### config.mk
export PLATFORM = sky130hd
export DESIGN_NAME = geodetic_tile_depth_and_index
export DESIGN_NICKNAME = d
export VERILOG_FILES = /design/src/design/gtdi_pkg.sv /design/src/design/gtdi_depth.sv /design/src/design/gtdi_bisect_stage.sv /design/src/design/geodetic_tile_depth_and_index.sv
export SDC_FILE = /design/constraint.sdc
export NUM_CORES = 2
export LEC_CHECK = 0
export BUFFER_PORTS_ARGS = -buffer_cell sky130_fd_sc_hd__buf_2
export CORE_ASPECT_RATIO = 1.4
export CORE_MARGIN = 5
export CORE_UTILIZATION = 46
export DETAILED_ROUTE_END_ITERATION = 12
export GPL_ROUTABILITY_DRIVEN = 0
export HOLD_SLACK_MARGIN = 0.12
export SLEW_MARGIN = 0
export SYNTH_ARGS = -nofsm -noshare
export SYNTH_HDL_FRONTEND = slang
export SYNTH_SLANG_ARGS = --single-unit
### constraint.sdc
create_clock -name clk -period 8.3 [get_ports clk]
set_input_delay 0 -clock clk [delete_from_list [all_inputs] [get_ports clk]]
set_output_delay 0 -clock clk [all_outputs]
set_load 0.05 [all_outputs]
### src/design/gtdi_pkg.sv
// Shared widths, constants, register codes and types of the geodetic tile depth and index block.
`default_nettype none
package gtdi_pkg;

	// Parameter defaults.
	localparam int GTDI_MAX_THRESHOLDS = 6;
	localparam int GTDI_MAX_DEPTH      = 24;

	// Field and register widths.
	localparam int NUM_THR   = 6;
	localparam int BOX_W     = 31;
	localparam int EXT_W     = 32;
	localparam int LON_W     = 32;
	localparam int LAT_W     = 30;
	localparam int LATR_W    = 31;
	localparam int THR_W     = 31;
	localparam int DEPTH_W   = 5;
	localparam int CNT_W     = 3;
	localparam int X_W       = 25;
	localparam int Y_W       = 24;
	localparam int REG_IDX_W = 3;
	localparam int STEP_W    = 30;

	// Angles in units of 2^-22 degree.
	localparam logic [LON_W-1:0]  HALF_TURN    = 32'd754974720;
	localparam logic [LON_W-1:0]  FULL_TURN    = 32'd1509949440;
	localparam logic [LATR_W-1:0] QUARTER_TURN = 31'd377487360;

	// Configuration register indexes.
	typedef enum logic [REG_IDX_W-1:0] {
		REG_INITIAL_DEPTH   = 3'd0,
		REG_THRESHOLD_COUNT = 3'd1,
		REG_THRESHOLD_0     = 3'd2,
		REG_THRESHOLD_1     = 3'd3,
		REG_THRESHOLD_2     = 3'd4,
		REG_THRESHOLD_3     = 3'd5,
		REG_THRESHOLD_4     = 3'd6,
		REG_THRESHOLD_5     = 3'd7
	} reg_idx_t;

	typedef logic [NUM_THR-1:0][THR_W-1:0] thr_vec_t;

	// Configuration as seen by the depth selection.
	typedef struct packed {
		logic [DEPTH_W-1:0] initial_depth;
		logic [CNT_W-1:0]   threshold_count;
		thr_vec_t           thresholds;
	} cfg_t;

	// Payload that travels through the bisection stages.
	typedef struct packed {
		logic [DEPTH_W-1:0] depth;
		logic [LON_W-1:0]   lon_r;
		logic [LATR_W-1:0]  lat_r;
		logic [X_W-1:0]     x;
		logic [Y_W-1:0]     y;
	} bis_t;

endpackage
`default_nettype wire

### src/design/gtdi_depth.sv
// Front pipeline: box extents, largest extent, threshold search, depth and position offsets.
`default_nettype none
module gtdi_depth #(
	parameter int MAX_THRESHOLDS = gtdi_pkg::GTDI_MAX_THRESHOLDS,
	parameter int MAX_DEPTH      = gtdi_pkg::GTDI_MAX_DEPTH
) (
	input  wire logic                          clk,
	input  wire logic                          arst_n,
	input  wire logic                          in_valid,
	input  wire logic [gtdi_pkg::BOX_W-1:0]    min_x,
	input  wire logic [gtdi_pkg::BOX_W-1:0]    min_y,
	input  wire logic [gtdi_pkg::BOX_W-1:0]    min_z,
	input  wire logic [gtdi_pkg::BOX_W-1:0]    max_x,
	input  wire logic [gtdi_pkg::BOX_W-1:0]    max_y,
	input  wire logic [gtdi_pkg::BOX_W-1:0]    max_z,
	input  wire logic [gtdi_pkg::LON_W-1:0]    lon_fixed,
	input  wire logic [gtdi_pkg::LAT_W-1:0]    lat_fixed,
	input  wire gtdi_pkg::cfg_t                cfg,
	output logic                               out_valid,
	output gtdi_pkg::bis_t                     out_bis
);

	localparam int EW = gtdi_pkg::EXT_W;
	localparam int LW = gtdi_pkg::LON_W;
	localparam int RW = gtdi_pkg::LATR_W;
	localparam int CW = gtdi_pkg::CNT_W;
	localparam int DW = gtdi_pkg::DEPTH_W;

	logic          valid_s1, valid_s2, valid_s3, valid_s4;
	logic [EW-1:0] ext_x_s1, ext_y_s1, ext_z_s1;
	logic [LW-1:0] lon_s1;
	logic [RW-1:0] lat_r_s1, lat_r_s2, lat_r_s3;
	logic [EW-1:0] big_s2;
	logic [LW-1:0] lon_r_s2, lon_r_s3;
	logic          east_s2, east_s3;
	logic [MAX_THRESHOLDS-1:0] hit_s3;
	gtdi_pkg::bis_t bis_s4;

	logic [EW-1:0] max_xy;
	logic [CW-1:0] count_sat;
	logic [CW-1:0] first_idx;
	logic [DW:0]   depth_raw;
	logic [DW-1:0] depth_clamped;
	logic [MAX_THRESHOLDS-1:0] hit_d;

	// Valid bits travel with the data.
	always_ff @(posedge clk or negedge arst_n) begin
		if (!arst_n) begin
			valid_s1 <= 1'b0;
			valid_s2 <= 1'b0;
			valid_s3 <= 1'b0;
			valid_s4 <= 1'b0;
		end else begin
			valid_s1 <= in_valid;
			valid_s2 <= valid_s1;
			valid_s3 <= valid_s2;
			valid_s4 <= valid_s3;
		end
	end

	// Stage 1: signed extents, longitude wrap and latitude offset from the south pole.
	always_ff @(posedge clk) begin
		ext_x_s1 <= {max_x[gtdi_pkg::BOX_W-1], max_x} - {min_x[gtdi_pkg::BOX_W-1], min_x};
		ext_y_s1 <= {max_y[gtdi_pkg::BOX_W-1], max_y} - {min_y[gtdi_pkg::BOX_W-1], min_y};
		ext_z_s1 <= {max_z[gtdi_pkg::BOX_W-1], max_z} - {min_z[gtdi_pkg::BOX_W-1], min_z};
		if ($signed(lon_fixed) >= $signed(gtdi_pkg::HALF_TURN)) begin
			lon_s1 <= lon_fixed - gtdi_pkg::FULL_TURN;
		end else begin
			lon_s1 <= lon_fixed;
		end
		lat_r_s1 <= {lat_fixed[gtdi_pkg::LAT_W-1], lat_fixed} + gtdi_pkg::QUARTER_TURN;
	end

	// Stage 2: largest extent and offset into the chosen half.
	always_comb begin
		max_xy = ($signed(ext_x_s1) > $signed(ext_y_s1)) ? ext_x_s1 : ext_y_s1;
	end

	always_ff @(posedge clk) begin
		big_s2   <= ($signed(max_xy) > $signed(ext_z_s1)) ? max_xy : ext_z_s1;
		east_s2  <= ~lon_s1[LW-1];
		lon_r_s2 <= lon_s1[LW-1] ? (lon_s1 + gtdi_pkg::HALF_TURN) : lon_s1;
		lat_r_s2 <= lat_r_s1;
	end

	// Stage 3: compare the largest extent against every active threshold.
	always_comb begin
		count_sat = (cfg.threshold_count > CW'(MAX_THRESHOLDS)) ? CW'(MAX_THRESHOLDS)
			: cfg.threshold_count;
		for (int k = 0; k < MAX_THRESHOLDS; k++) begin
			hit_d[k] = (CW'(k) < count_sat)
				&& ($signed(big_s2) >= $signed({1'b0, cfg.thresholds[k]}));
		end
	end

	always_ff @(posedge clk) begin
		hit_s3   <= hit_d;
		east_s3  <= east_s2;
		lon_r_s3 <= lon_r_s2;
		lat_r_s3 <= lat_r_s2;
	end

	// Stage 4: first hit wins; no hit means the active count. Then add and clamp.
	always_comb begin
		first_idx = (cfg.threshold_count > CW'(MAX_THRESHOLDS)) ? CW'(MAX_THRESHOLDS)
			: cfg.threshold_count;
		for (int k = MAX_THRESHOLDS - 1; k >= 0; k--) begin
			if (hit_s3[k]) begin
				first_idx = CW'(k);
			end
		end
		depth_raw = {1'b0, cfg.initial_depth} + {{(DW + 1 - CW){1'b0}}, first_idx};
		depth_clamped = (depth_raw > (DW + 1)'(MAX_DEPTH)) ? DW'(MAX_DEPTH) : depth_raw[DW-1:0];
	end

	always_ff @(posedge clk) begin
		bis_s4.depth <= depth_clamped;
		bis_s4.lon_r <= lon_r_s3;
		bis_s4.lat_r <= lat_r_s3;
		bis_s4.x     <= gtdi_pkg::X_W'(east_s3);
		bis_s4.y     <= '0;
	end

	assign out_valid = valid_s4;
	assign out_bis   = bis_s4;

endmodule
`default_nettype wire

### src/design/gtdi_bisect_stage.sv
// One bisection step of longitude and latitude, one register stage.
`default_nettype none
module gtdi_bisect_stage #(
	parameter int STEP = 0
) (
	input  wire logic           clk,
	input  wire logic           arst_n,
	input  wire logic           in_valid,
	input  wire gtdi_pkg::bis_t in_bis,
	output logic                out_valid,
	output gtdi_pkg::bis_t      out_bis
);

	localparam int LW = gtdi_pkg::LON_W;
	localparam int RW = gtdi_pkg::LATR_W;
	localparam int SW = gtdi_pkg::STEP_W;
	localparam logic [SW-1:0] HALF_W = SW'(gtdi_pkg::HALF_TURN >> (STEP + 1));

	logic           valid_s1;
	gtdi_pkg::bis_t bis_s1;
	gtdi_pkg::bis_t nxt;
	logic           active;
	logic [LW:0]    lon_d;
	logic [RW:0]    lat_d;
	logic           lon_ge, lat_ge;

	// Offsets at or above the half width move to the upper half and emit a bit.
	always_comb begin
		active = in_bis.depth > gtdi_pkg::DEPTH_W'(STEP);
		lon_d  = {in_bis.lon_r[LW-1], in_bis.lon_r} - {{(LW + 1 - SW){1'b0}}, HALF_W};
		lat_d  = {in_bis.lat_r[RW-1], in_bis.lat_r} - {{(RW + 1 - SW){1'b0}}, HALF_W};
		lon_ge = ~lon_d[LW];
		lat_ge = ~lat_d[RW];
		nxt    = in_bis;
		if (active) begin
			nxt.x = {in_bis.x[gtdi_pkg::X_W-2:0], lon_ge};
			nxt.y = {in_bis.y[gtdi_pkg::Y_W-2:0], ~lat_ge};
			if (lon_ge) begin
				nxt.lon_r = lon_d[LW-1:0];
			end
			if (lat_ge) begin
				nxt.lat_r = lat_d[RW-1:0];
			end
		end
	end

	always_ff @(posedge clk or negedge arst_n) begin
		if (!arst_n) begin
			valid_s1 <= 1'b0;
		end else begin
			valid_s1 <= in_valid;
		end
	end

	always_ff @(posedge clk) begin
		bis_s1 <= nxt;
	end

	assign out_valid = valid_s1;
	assign out_bis   = bis_s1;

endmodule
`default_nettype wire

### src/design/geodetic_tile_depth_and_index.sv
// Top level of the geodetic tile depth and index pipeline with its configuration registers.
//
//  Channel   Handshake           Payload
//  --------  ------------------  ---------------------------------------------------
//  input     start / busy        min_x min_y min_z max_x max_y max_z lon_fixed lat_fixed
//  result    done                tile_depth x_index y_index
//  config    wr_en               wr_index wr_data
//
// One beat enters in every cycle; busy stays low. Each result appears on done
// after passing four front stages for extents, maximum, threshold compare and
// depth, then one stage per bisection step. Reset clears the valid bits and loads
// the register reset values. The receiver cannot stall, so the pipeline never holds.
`default_nettype none
module geodetic_tile_depth_and_index #(
	parameter int MAX_THRESHOLDS = gtdi_pkg::GTDI_MAX_THRESHOLDS,
	parameter int MAX_DEPTH      = gtdi_pkg::GTDI_MAX_DEPTH
) (
	input  wire logic                             clk,
	input  wire logic                             arst_n,
	input  wire logic                             start,
	output logic                                  busy,
	input  wire logic [gtdi_pkg::BOX_W-1:0]       min_x,
	input  wire logic [gtdi_pkg::BOX_W-1:0]       min_y,
	input  wire logic [gtdi_pkg::BOX_W-1:0]       min_z,
	input  wire logic [gtdi_pkg::BOX_W-1:0]       max_x,
	input  wire logic [gtdi_pkg::BOX_W-1:0]       max_y,
	input  wire logic [gtdi_pkg::BOX_W-1:0]       max_z,
	input  wire logic [gtdi_pkg::LON_W-1:0]       lon_fixed,
	input  wire logic [gtdi_pkg::LAT_W-1:0]       lat_fixed,
	output logic                                  done,
	output logic [gtdi_pkg::DEPTH_W-1:0]          tile_depth,
	output logic [gtdi_pkg::X_W-1:0]              x_index,
	output logic [gtdi_pkg::Y_W-1:0]              y_index,
	input  wire logic                             wr_en,
	input  wire logic [gtdi_pkg::REG_IDX_W-1:0]   wr_index,
	input  wire logic [gtdi_pkg::THR_W-1:0]       wr_data
);

	localparam int LATENCY = 4 + MAX_DEPTH;

	logic [gtdi_pkg::DEPTH_W-1:0] initial_depth_q;
	logic [gtdi_pkg::CNT_W-1:0]   threshold_count_q;
	gtdi_pkg::thr_vec_t           thresholds_q;
	gtdi_pkg::cfg_t               cfg;

	logic                 vchain [MAX_DEPTH + 1];
	gtdi_pkg::bis_t       bchain [MAX_DEPTH + 1];

	// The pipeline takes a beat in every cycle.
	assign busy = 1'b0;

	// Configuration registers; unknown indexes cannot occur in a 3-bit index.
	always_ff @(posedge clk or negedge arst_n) begin
		if (!arst_n) begin
			initial_depth_q   <= '0;
			threshold_count_q <= gtdi_pkg::CNT_W'(6);
			thresholds_q      <= '0;
		end else if (wr_en) begin
			case (wr_index)
				gtdi_pkg::REG_INITIAL_DEPTH:   initial_depth_q   <= wr_data[gtdi_pkg::DEPTH_W-1:0];
				gtdi_pkg::REG_THRESHOLD_COUNT: threshold_count_q <= wr_data[gtdi_pkg::CNT_W-1:0];
				gtdi_pkg::REG_THRESHOLD_0:     thresholds_q[0]   <= wr_data;
				gtdi_pkg::REG_THRESHOLD_1:     thresholds_q[1]   <= wr_data;
				gtdi_pkg::REG_THRESHOLD_2:     thresholds_q[2]   <= wr_data;
				gtdi_pkg::REG_THRESHOLD_3:     thresholds_q[3]   <= wr_data;
				gtdi_pkg::REG_THRESHOLD_4:     thresholds_q[4]   <= wr_data;
				gtdi_pkg::REG_THRESHOLD_5:     thresholds_q[5]   <= wr_data;
				default: ;
			endcase
		end
	end

	assign cfg.initial_depth   = initial_depth_q;
	assign cfg.threshold_count = threshold_count_q;
	assign cfg.thresholds      = thresholds_q;

	// Front stages: depth selection and starting offsets.
	gtdi_depth #(
		.MAX_THRESHOLDS(MAX_THRESHOLDS),
		.MAX_DEPTH(MAX_DEPTH)
	) u_depth (
		.clk(clk),
		.arst_n(arst_n),
		.in_valid(start & ~busy),
		.min_x(min_x),
		.min_y(min_y),
		.min_z(min_z),
		.max_x(max_x),
		.max_y(max_y),
		.max_z(max_z),
		.lon_fixed(lon_fixed),
		.lat_fixed(lat_fixed),
		.cfg(cfg),
		.out_valid(vchain[0]),
		.out_bis(bchain[0])
	);

	// One stage for every possible bisection step.
	for (genvar g = 0; g < MAX_DEPTH; g++) begin : g_step
		gtdi_bisect_stage #(
			.STEP(g)
		) u_step (
			.clk(clk),
			.arst_n(arst_n),
			.in_valid(vchain[g]),
			.in_bis(bchain[g]),
			.out_valid(vchain[g + 1]),
			.out_bis(bchain[g + 1])
		);
	end

	// The last stage register drives the result ports.
	assign done       = vchain[MAX_DEPTH];
	assign tile_depth = bchain[MAX_DEPTH].depth;
	assign x_index    = bchain[MAX_DEPTH].x;
	assign y_index    = bchain[MAX_DEPTH].y;

	// Every accepted beat comes out after the fixed latency.
	a_latency: assert property (@(posedge clk) disable iff (!arst_n)
		(start && !busy) |-> ##LATENCY done)
		else $error("result missing after pipeline latency");

	// Depth never exceeds the clamp.
	a_depth: assert property (@(posedge clk) disable iff (!arst_n)
		done |-> (tile_depth <= gtdi_pkg::DEPTH_W'(MAX_DEPTH)))
		else $error("tile depth above clamp");

	// Indexes hold no bits above the chosen depth, besides the east flag of x.
	a_index_width: assert property (@(posedge clk) disable iff (!arst_n)
		done |-> (((x_index >> tile_depth) <= gtdi_pkg::X_W'(1))
			&& ((y_index >> tile_depth) == '0)))
		else $error("index wider than tile depth");

	// No result without an accepted beat the latency before.
	a_no_spurious: assert property (@(posedge clk) disable iff (!arst_n)
		(done && $past(arst_n, LATENCY)) |-> $past(start && !busy, LATENCY))
		else $error("result without a matching input beat");

endmodule
`default_nettype wire
* After elaboration in Yosys (flattened, before gate mapping)
Index checks and enable logic that the tools add are counted.
** Storage, ports and cells
- Bits in registers :: 3361
- Input bits :: 286
- Output and inout port bits :: 56
- Logic and storage cells :: 398
** Operators by class
- Add/sub/neg operators :: 55
- $lt $le $gt $ge :: 41
- Eq/ne operators :: 7
- Muxes and demuxes :: 81
- Bitwise logic cells :: 25
- Reduce and logical (&&, ||, !) cells :: 15
** Operators by type and width (number)
- 2-to-1 mux 112 bit :: 23
- 2-to-1 mux 32 bit :: 26
- 2-to-1 mux 31 bit :: 24
- greater-or-equal comparator 32 bit :: 6
- subtractor 31 x 31 -> 32 bit :: 3
- greater-than comparator 32 bit :: 2
- 2-to-1 mux 49 bit :: 1
- greater-than comparator 5 x 4 -> 1 bit (second input constant) :: 8
- greater-than comparator 5 bit (second input constant) :: 8
- subtractor 32 x 10 -> 33 bit (second input constant) :: 1
- subtractor 32 x 11 -> 33 bit (second input constant) :: 1
- subtractor 32 x 12 -> 33 bit (second input constant) :: 1
- subtractor 32 x 13 -> 33 bit (second input constant) :: 1
- subtractor 32 x 14 -> 33 bit (second input constant) :: 1
- subtractor 32 x 15 -> 33 bit (second input constant) :: 1
- subtractor 32 x 16 -> 33 bit (second input constant) :: 1
- subtractor 32 x 17 -> 33 bit (second input constant) :: 1
- subtractor 32 x 18 -> 33 bit (second input constant) :: 1
- subtractor 32 x 19 -> 33 bit (second input constant) :: 1
- subtractor 32 x 20 -> 33 bit (second input constant) :: 1
- subtractor 32 x 21 -> 33 bit (second input constant) :: 1
- subtractor 32 x 22 -> 33 bit (second input constant) :: 1
- subtractor 32 x 23 -> 33 bit (second input constant) :: 1
- subtractor 32 x 24 -> 33 bit (second input constant) :: 1
- other kinds (54) :: 108

* Logic depth before layout (Yosys ltp)
- Depth in word-level cells :: 10
- Gate-level depth with buffers :: 24

* Hierarchy
A second synthesis with hierarchy kept.
** Unflattened totals
- Cells, all modules :: 10944
- Area total of the unflattened synthesis :: 122193.4 µm²
** Modules (own cells, without submodules)
- gtdi_depth :: instances 1, cells an instance 2245, area an instance 20995.1 µm²
- geodetic_tile_depth_and_index :: instances 1, cells an instance 416, area an instance 7282.0 µm²
- gtdi_bisect_stage at g_step[21].u_step :: instances 1, cells an instance 484, area an instance 4480.5 µm²
- gtdi_bisect_stage at g_step[22].u_step :: instances 1, cells an instance 386, area an instance 4400.5 µm²
- gtdi_bisect_stage at g_step[23].u_step :: instances 1, cells an instance 381, area an instance 4380.5 µm²
- gtdi_bisect_stage at g_step[20].u_step :: instances 1, cells an instance 384, area an instance 4296.6 µm²
- gtdi_bisect_stage at g_step[18].u_step :: instances 1, cells an instance 367, area an instance 4290.4 µm²
- gtdi_bisect_stage at g_step[19].u_step :: instances 1, cells an instance 367, area an instance 4270.3 µm²
- gtdi_bisect_stage at g_step[16].u_step :: instances 1, cells an instance 338, area an instance 4125.2 µm²
- gtdi_bisect_stage at g_step[17].u_step :: instances 1, cells an instance 436, area an instance 4120.2 µm²
- gtdi_bisect_stage at g_step[15].u_step :: instances 1, cells an instance 342, area an instance 4108.9 µm²
- gtdi_bisect_stage at g_step[13].u_step :: instances 1, cells an instance 423, area an instance 3976.3 µm²
- gtdi_bisect_stage at g_step[14].u_step :: instances 1, cells an instance 321, area an instance 3965.1 µm²
- gtdi_bisect_stage at g_step[10].u_step :: instances 1, cells an instance 407, area an instance 3882.5 µm²
- 12 more rows

* Worst setup path after synthesis
OpenSTA, ideal clock, no wires.
- Kind :: register -> register
- From :: reg u_depth.ext_y_s1[5]
- To :: reg u_depth.big_s2[22]
- Library setup time :: 0.121 ns
- Arrival time :: 4.674 ns
- Required time :: 8.179 ns
- Slack :: 3.505 ns
- Stages on the path, launching flop included :: 25
- Buffers on the path :: 2
- Clock period less this slack :: 4.795 ns
- Cell sequence :: dfxtp_1 -> inv_1 -> ha_1 -> a21o_1 -> a21o_1 -> a21oi_1 -> nor2_1 -> a211oi_1 -> o21ai_1 -> a221oi_1 -> nor2_1 -> clkbuf_1 -> mux2_2 -> ha_1 -> nor2b_1 -> o21ai_0 -> nand2b_1 -> a21oi_1 -> o21ai_1 -> a221oi_1 -> o21ai_1 -> a211oi_1 -> mux2_2 -> clkbuf_1 -> mux2_2
** On the way
- Word-level cells in the longest chain between the ends :: 4
** RTL lines
- start, declared :: line gtdi_depth.sv:30 : logic [EW-1:0] ext_x_s1, ext_y_s1, ext_z_s1;
- start signal, assigned :: line gtdi_depth.sv:64 : ext_y_s1 <= {max_y[gtdi_pkg::BOX_W-1], max_y} - {min_y[gtdi_pkg::BOX_W-1], min_y};
- greater-than comparator 32 bit :: line gtdi_depth.sv:76 : max_xy = ($signed(ext_x_s1) > $signed(ext_y_s1)) ? ext_x_s1 : ext_y_s1;
- 2-to-1 mux 32 bit (*) :: line gtdi_depth.sv:76
- greater-than comparator 32 bit :: line gtdi_depth.sv:80 : big_s2 <= ($signed(max_xy) > $signed(ext_z_s1)) ? max_xy : ext_z_s1;
- 2-to-1 mux 32 bit (*) :: line gtdi_depth.sv:80
- end signal, assigned :: line gtdi_depth.sv:80
- end, declared :: line gtdi_depth.sv:33 : logic [EW-1:0] big_s2;
Every way passes the cells marked *; elsewhere a longest branch is shown, timed or not.
A chain may end at the register's enable or synchronous reset.

* Worst setup path after layout
- From :: reg u_depth.ext_y_s1[10]
- To :: reg u_depth.big_s2[10]
The elaborated chain is that of the path after synthesis.

==> out/metrics.cfg <==
[outcome]
result_of_the_run=finished, final reports clean

[power_and_ir_drop]
cellInternalPower_mw=30.9
sequential_power_share_pct=47.5
swShare_pct=30.9
total_switching_power_mw=13.8
vdd_drop_max_uv=189
power_density_mw_per_mm2=387
power_frac_clock_pct=27.3
logic_gate_share_of_total_power_pct=25.2
leakagePower_nw=51.3

[sta]
final_period_minus_worst_setup_slack_ps=5970
timing.setup.tns_ps=0
finalHoldViolCount=0
final_max_slew_viols=0
grt_setup_unrepaired=no
highest_clock_rate_mhz=167
actual_transition_at_the_worst_max_transition_pin_ps=1240
finClkSkew_ps=46.7
setup_violations=0
slew-limit-headroom_pct=16.9
final_min_period_over_clock_period_pct=72.0

[synth]
synth.net_count=9381
async_flop_share_pct=7.90
yosysWarningCount=0
register_bit_total_from_synthesis=2809
synth.distinct_cells=82
synth_flop_cell=sky130_fd_sc_hd__dfxtp_1
post_synth_instance_area_mm2=0.0963
synthCells=8696
synth_seq_area_share_pct=59.6
syn-mean-instance-area_um2=11.1
synth-edff-count=0

[global_routing]
track_usage_pct=16.4
global_route_wire_length_before_repair_um=303000
grt-ovfl-total=0
first_global_vias=63800
grt_max_degree=110
initial_antenna_violation_count=12

[layout]
commonest_cells_after_routing_fill_and_taps_aside=2587 x sky130_fd_sc_hd__dfxtp_1, 1005 x sky130_fd_sc_hd__nand2_1, 556 x sky130_fd_sc_hd__dlygate4sd3_1
largest_register_ff_count=2193
finalNetCount=10400
proportion_of_layout_cells_with_a_drive_suffix_above_1_pct=14.2
layout-area-overhead-vs-synth_pct=20.0
design_area_mm2=0.116
leading_cell_type_in_the_layout_fill_and_taps_excluded=sky130_fd_sc_hd__dfxtp_1

[cts]
cts_resized=0
clkTransAtPathRegs_ps=60
h_tree_levels=5
total_cts_buffers=270
clock-root-buffer=sky130_fd_sc_hd__clkbuf_16
clock_latency_ps=810
tritoncts=built
number_of_buffers_between_clock_root_and_the_deepest_sink=4
clock_net_sink_count=2809
number_of_setup_buffers_added_after_cts=0

[floorplanning]
floorplan.die.height_um=551
die_area_mm2=0.219
die_width_um=397
initial_core_utilization_pct=46.3
rows=198
ioPinCount=342
placeable_area_mm2=0.208

[worst_setup_path]
path_cells=inv_1, ha_1, nand4_1, nor3_1, a221oi_1, o21ai_1, a221oi_1, nor2_2, mux2_2, ha_1, nor2b_1, o21ai_0, nand2b_1, a21oi_1, o21ai_1, a221oi_1, o21ai_1, a211oi_1, mux2_2, mux2_2
timing.rr.end=u_depth.big_s2[10]
timing.critical_path.max_delay_family=compound AO/OA/AOI/OAI gates
timing.critical_path.to=u_depth.big_s2[10]
worst_r2r_path_depth=20
timing.rr.start=u_depth.ext_y_s1[10]
critical_path.slowest_cell=sky130_fd_sc_hd__mux2_2
reg2reg_slack_ps=2330
setup.worst_path.start=u_depth.ext_y_s1[10]
worst_setup_path_end_kind=flip-flop
timing.critical_path.required_ps=8970
critical_path_cell_count=20
worst-path-max-fanout=32
data_arrival_critical_path_ps=6650
critPathLaunchType=flip-flop
critical_path_class=reg2reg
worst-path-buf-inv=1
worst_path_largest_cell_delay_ps=790

[place]
detailed_place.area_mm2=0.101
numPortBuffers=340
hpwlAfterDp_um=129000

[drt]
drt_drc_violations_left=0
routedWlPerCell_um=14.2
firstDrtPassIters=5
finalWirelength_um=179000
detailroute.via_count=60900
drt_first_iter_violations=2131
avgViaCountPerCell=4.83
postRouteAntennaNets=0

[hold_path]
holdCritPathClass=in2reg

[run]
max-cap-violations=0

[power by group through the flow]
stage	combinational (mW)	clock, mW	sequential (mW)
after global placement	10.8	0	21.4
final	11.3	12.2	21.2
after detailed placement	11.0	0	21.5
after CTS	11.4	12.6	21.3
after global routing	12.8	13.2	21.8
after floorplan	8.80	0	20.5
[cell type report]
class	count	area (um^2)
sequential	2809	57300
clock inverter	91	1090
fill	17700	92500
clock buffer	381	7960
inverter	506	1900
tap	2700	3380
timing repair buffer	950	7700
antenna	7	17.5
multi-input combinational	5174	36200
[cell families after synthesis]
group                    after synthesis  synth area share (%)
XOR/XNOR                             808                  7.35
adder cells (fa/ha/maj)              399                  5.22
AND/OR/NAND/NOR                     2435                  11.8
AO/OA/AOI/OAI                        970                  6.50
multiplexers                         561                  6.54
other                                  1               0.00389
buffers and inverters                713                  3.00
flip-flops                          2809                  59.6
[worst min path at each step]
stage	start	end	slack, ps	cells past startpoint
global route	wr_data[14]	cfg[107]	160	3
CTS	lat_fixed[25]	u_depth.lat_r_s1[30]	130	6
detailed placement	lat_fixed[11]	u_depth.lat_r_s1[11]	100	1
finish	wr_data[14]	cfg[169]	190	3
floorplan	arst_n	cfg[0]	-300	0
global placement	lon_fixed[16]	u_depth.lon_s1[16]	100	1
[cell usage after synthesis (all sizes together) (110+ instances only)]
| master | number | area share, % |
|---|---|---|
| dfxtp | 2587 | 54 |
| mux2 | 542 | 6.3 |
| o21ai | 300 | 1.6 |
| inv | 506 | 2.0 |
| ha | 395 | 5.1 |
| nand2 | 1006 | 3.9 |
| nor4 | 110 | 0.71 |
| nor3 | 218 | 1.1 |
| clkbuf | 132 | 0.51 |
| a21o | 148 | 1.2 |
| nor2 | 493 | 1.9 |
| xor2 | 470 | 4.3 |
| dfrtp | 220 | 5.7 |
| xnor2 | 338 | 3.1 |
| a21oi | 170 | 0.88 |
[metal layers]
metal	wire, um	global-route usage [%]	vias to the layer above
met1	67600	16.5	28400
met4	7790	7.29	10
met3	6560	2.80	439
met5	58	0	-
met2	97200	32.6	941
li1	-	-	31100
[worst register-to-register path, stage by stage, from the launching register on]
cell                       delay [ps]
sky130_fd_sc_hd__dfxtp_1          330
sky130_fd_sc_hd__inv_1             60
sky130_fd_sc_hd__ha_1             300
sky130_fd_sc_hd__nand4_1          150
sky130_fd_sc_hd__nor3_1           470
sky130_fd_sc_hd__a221oi_1         140
sky130_fd_sc_hd__o21ai_1          200
sky130_fd_sc_hd__a221oi_1         150
sky130_fd_sc_hd__nor2_2           600
sky130_fd_sc_hd__mux2_2           440
sky130_fd_sc_hd__ha_1             300
sky130_fd_sc_hd__nor2b_1          130
sky130_fd_sc_hd__o21ai_0          160
sky130_fd_sc_hd__nand2b_1          80
sky130_fd_sc_hd__a21oi_1          220
sky130_fd_sc_hd__o21ai_1          150
sky130_fd_sc_hd__a221oi_1         300
sky130_fd_sc_hd__o21ai_1          180
sky130_fd_sc_hd__a211oi_1         280
sky130_fd_sc_hd__mux2_2           790
sky130_fd_sc_hd__mux2_2           440
[stage by stage]
step	total power [mW]	hold WS, ps	worst slack, ps	utilization (%)	instances
after floorplan	29.3	-296	3510	-	8696
after global placement	32.2	102	2370	48.5	11600
after detailed placement	32.5	104	2320	48.5	11600
after CTS	45.3	130	2250	55.5	12600
after global routing	47.8	164	2000	55.5	12600
final	44.7	191	2330	55.5	12600
[repair_timing]
item,in CTS,in global routing
hold buffers,557,0
endpoints found under the hold margin,498,0
endpoints found under the setup margin,0,0
Note: power is estimated with default switching activity, not from simulation.
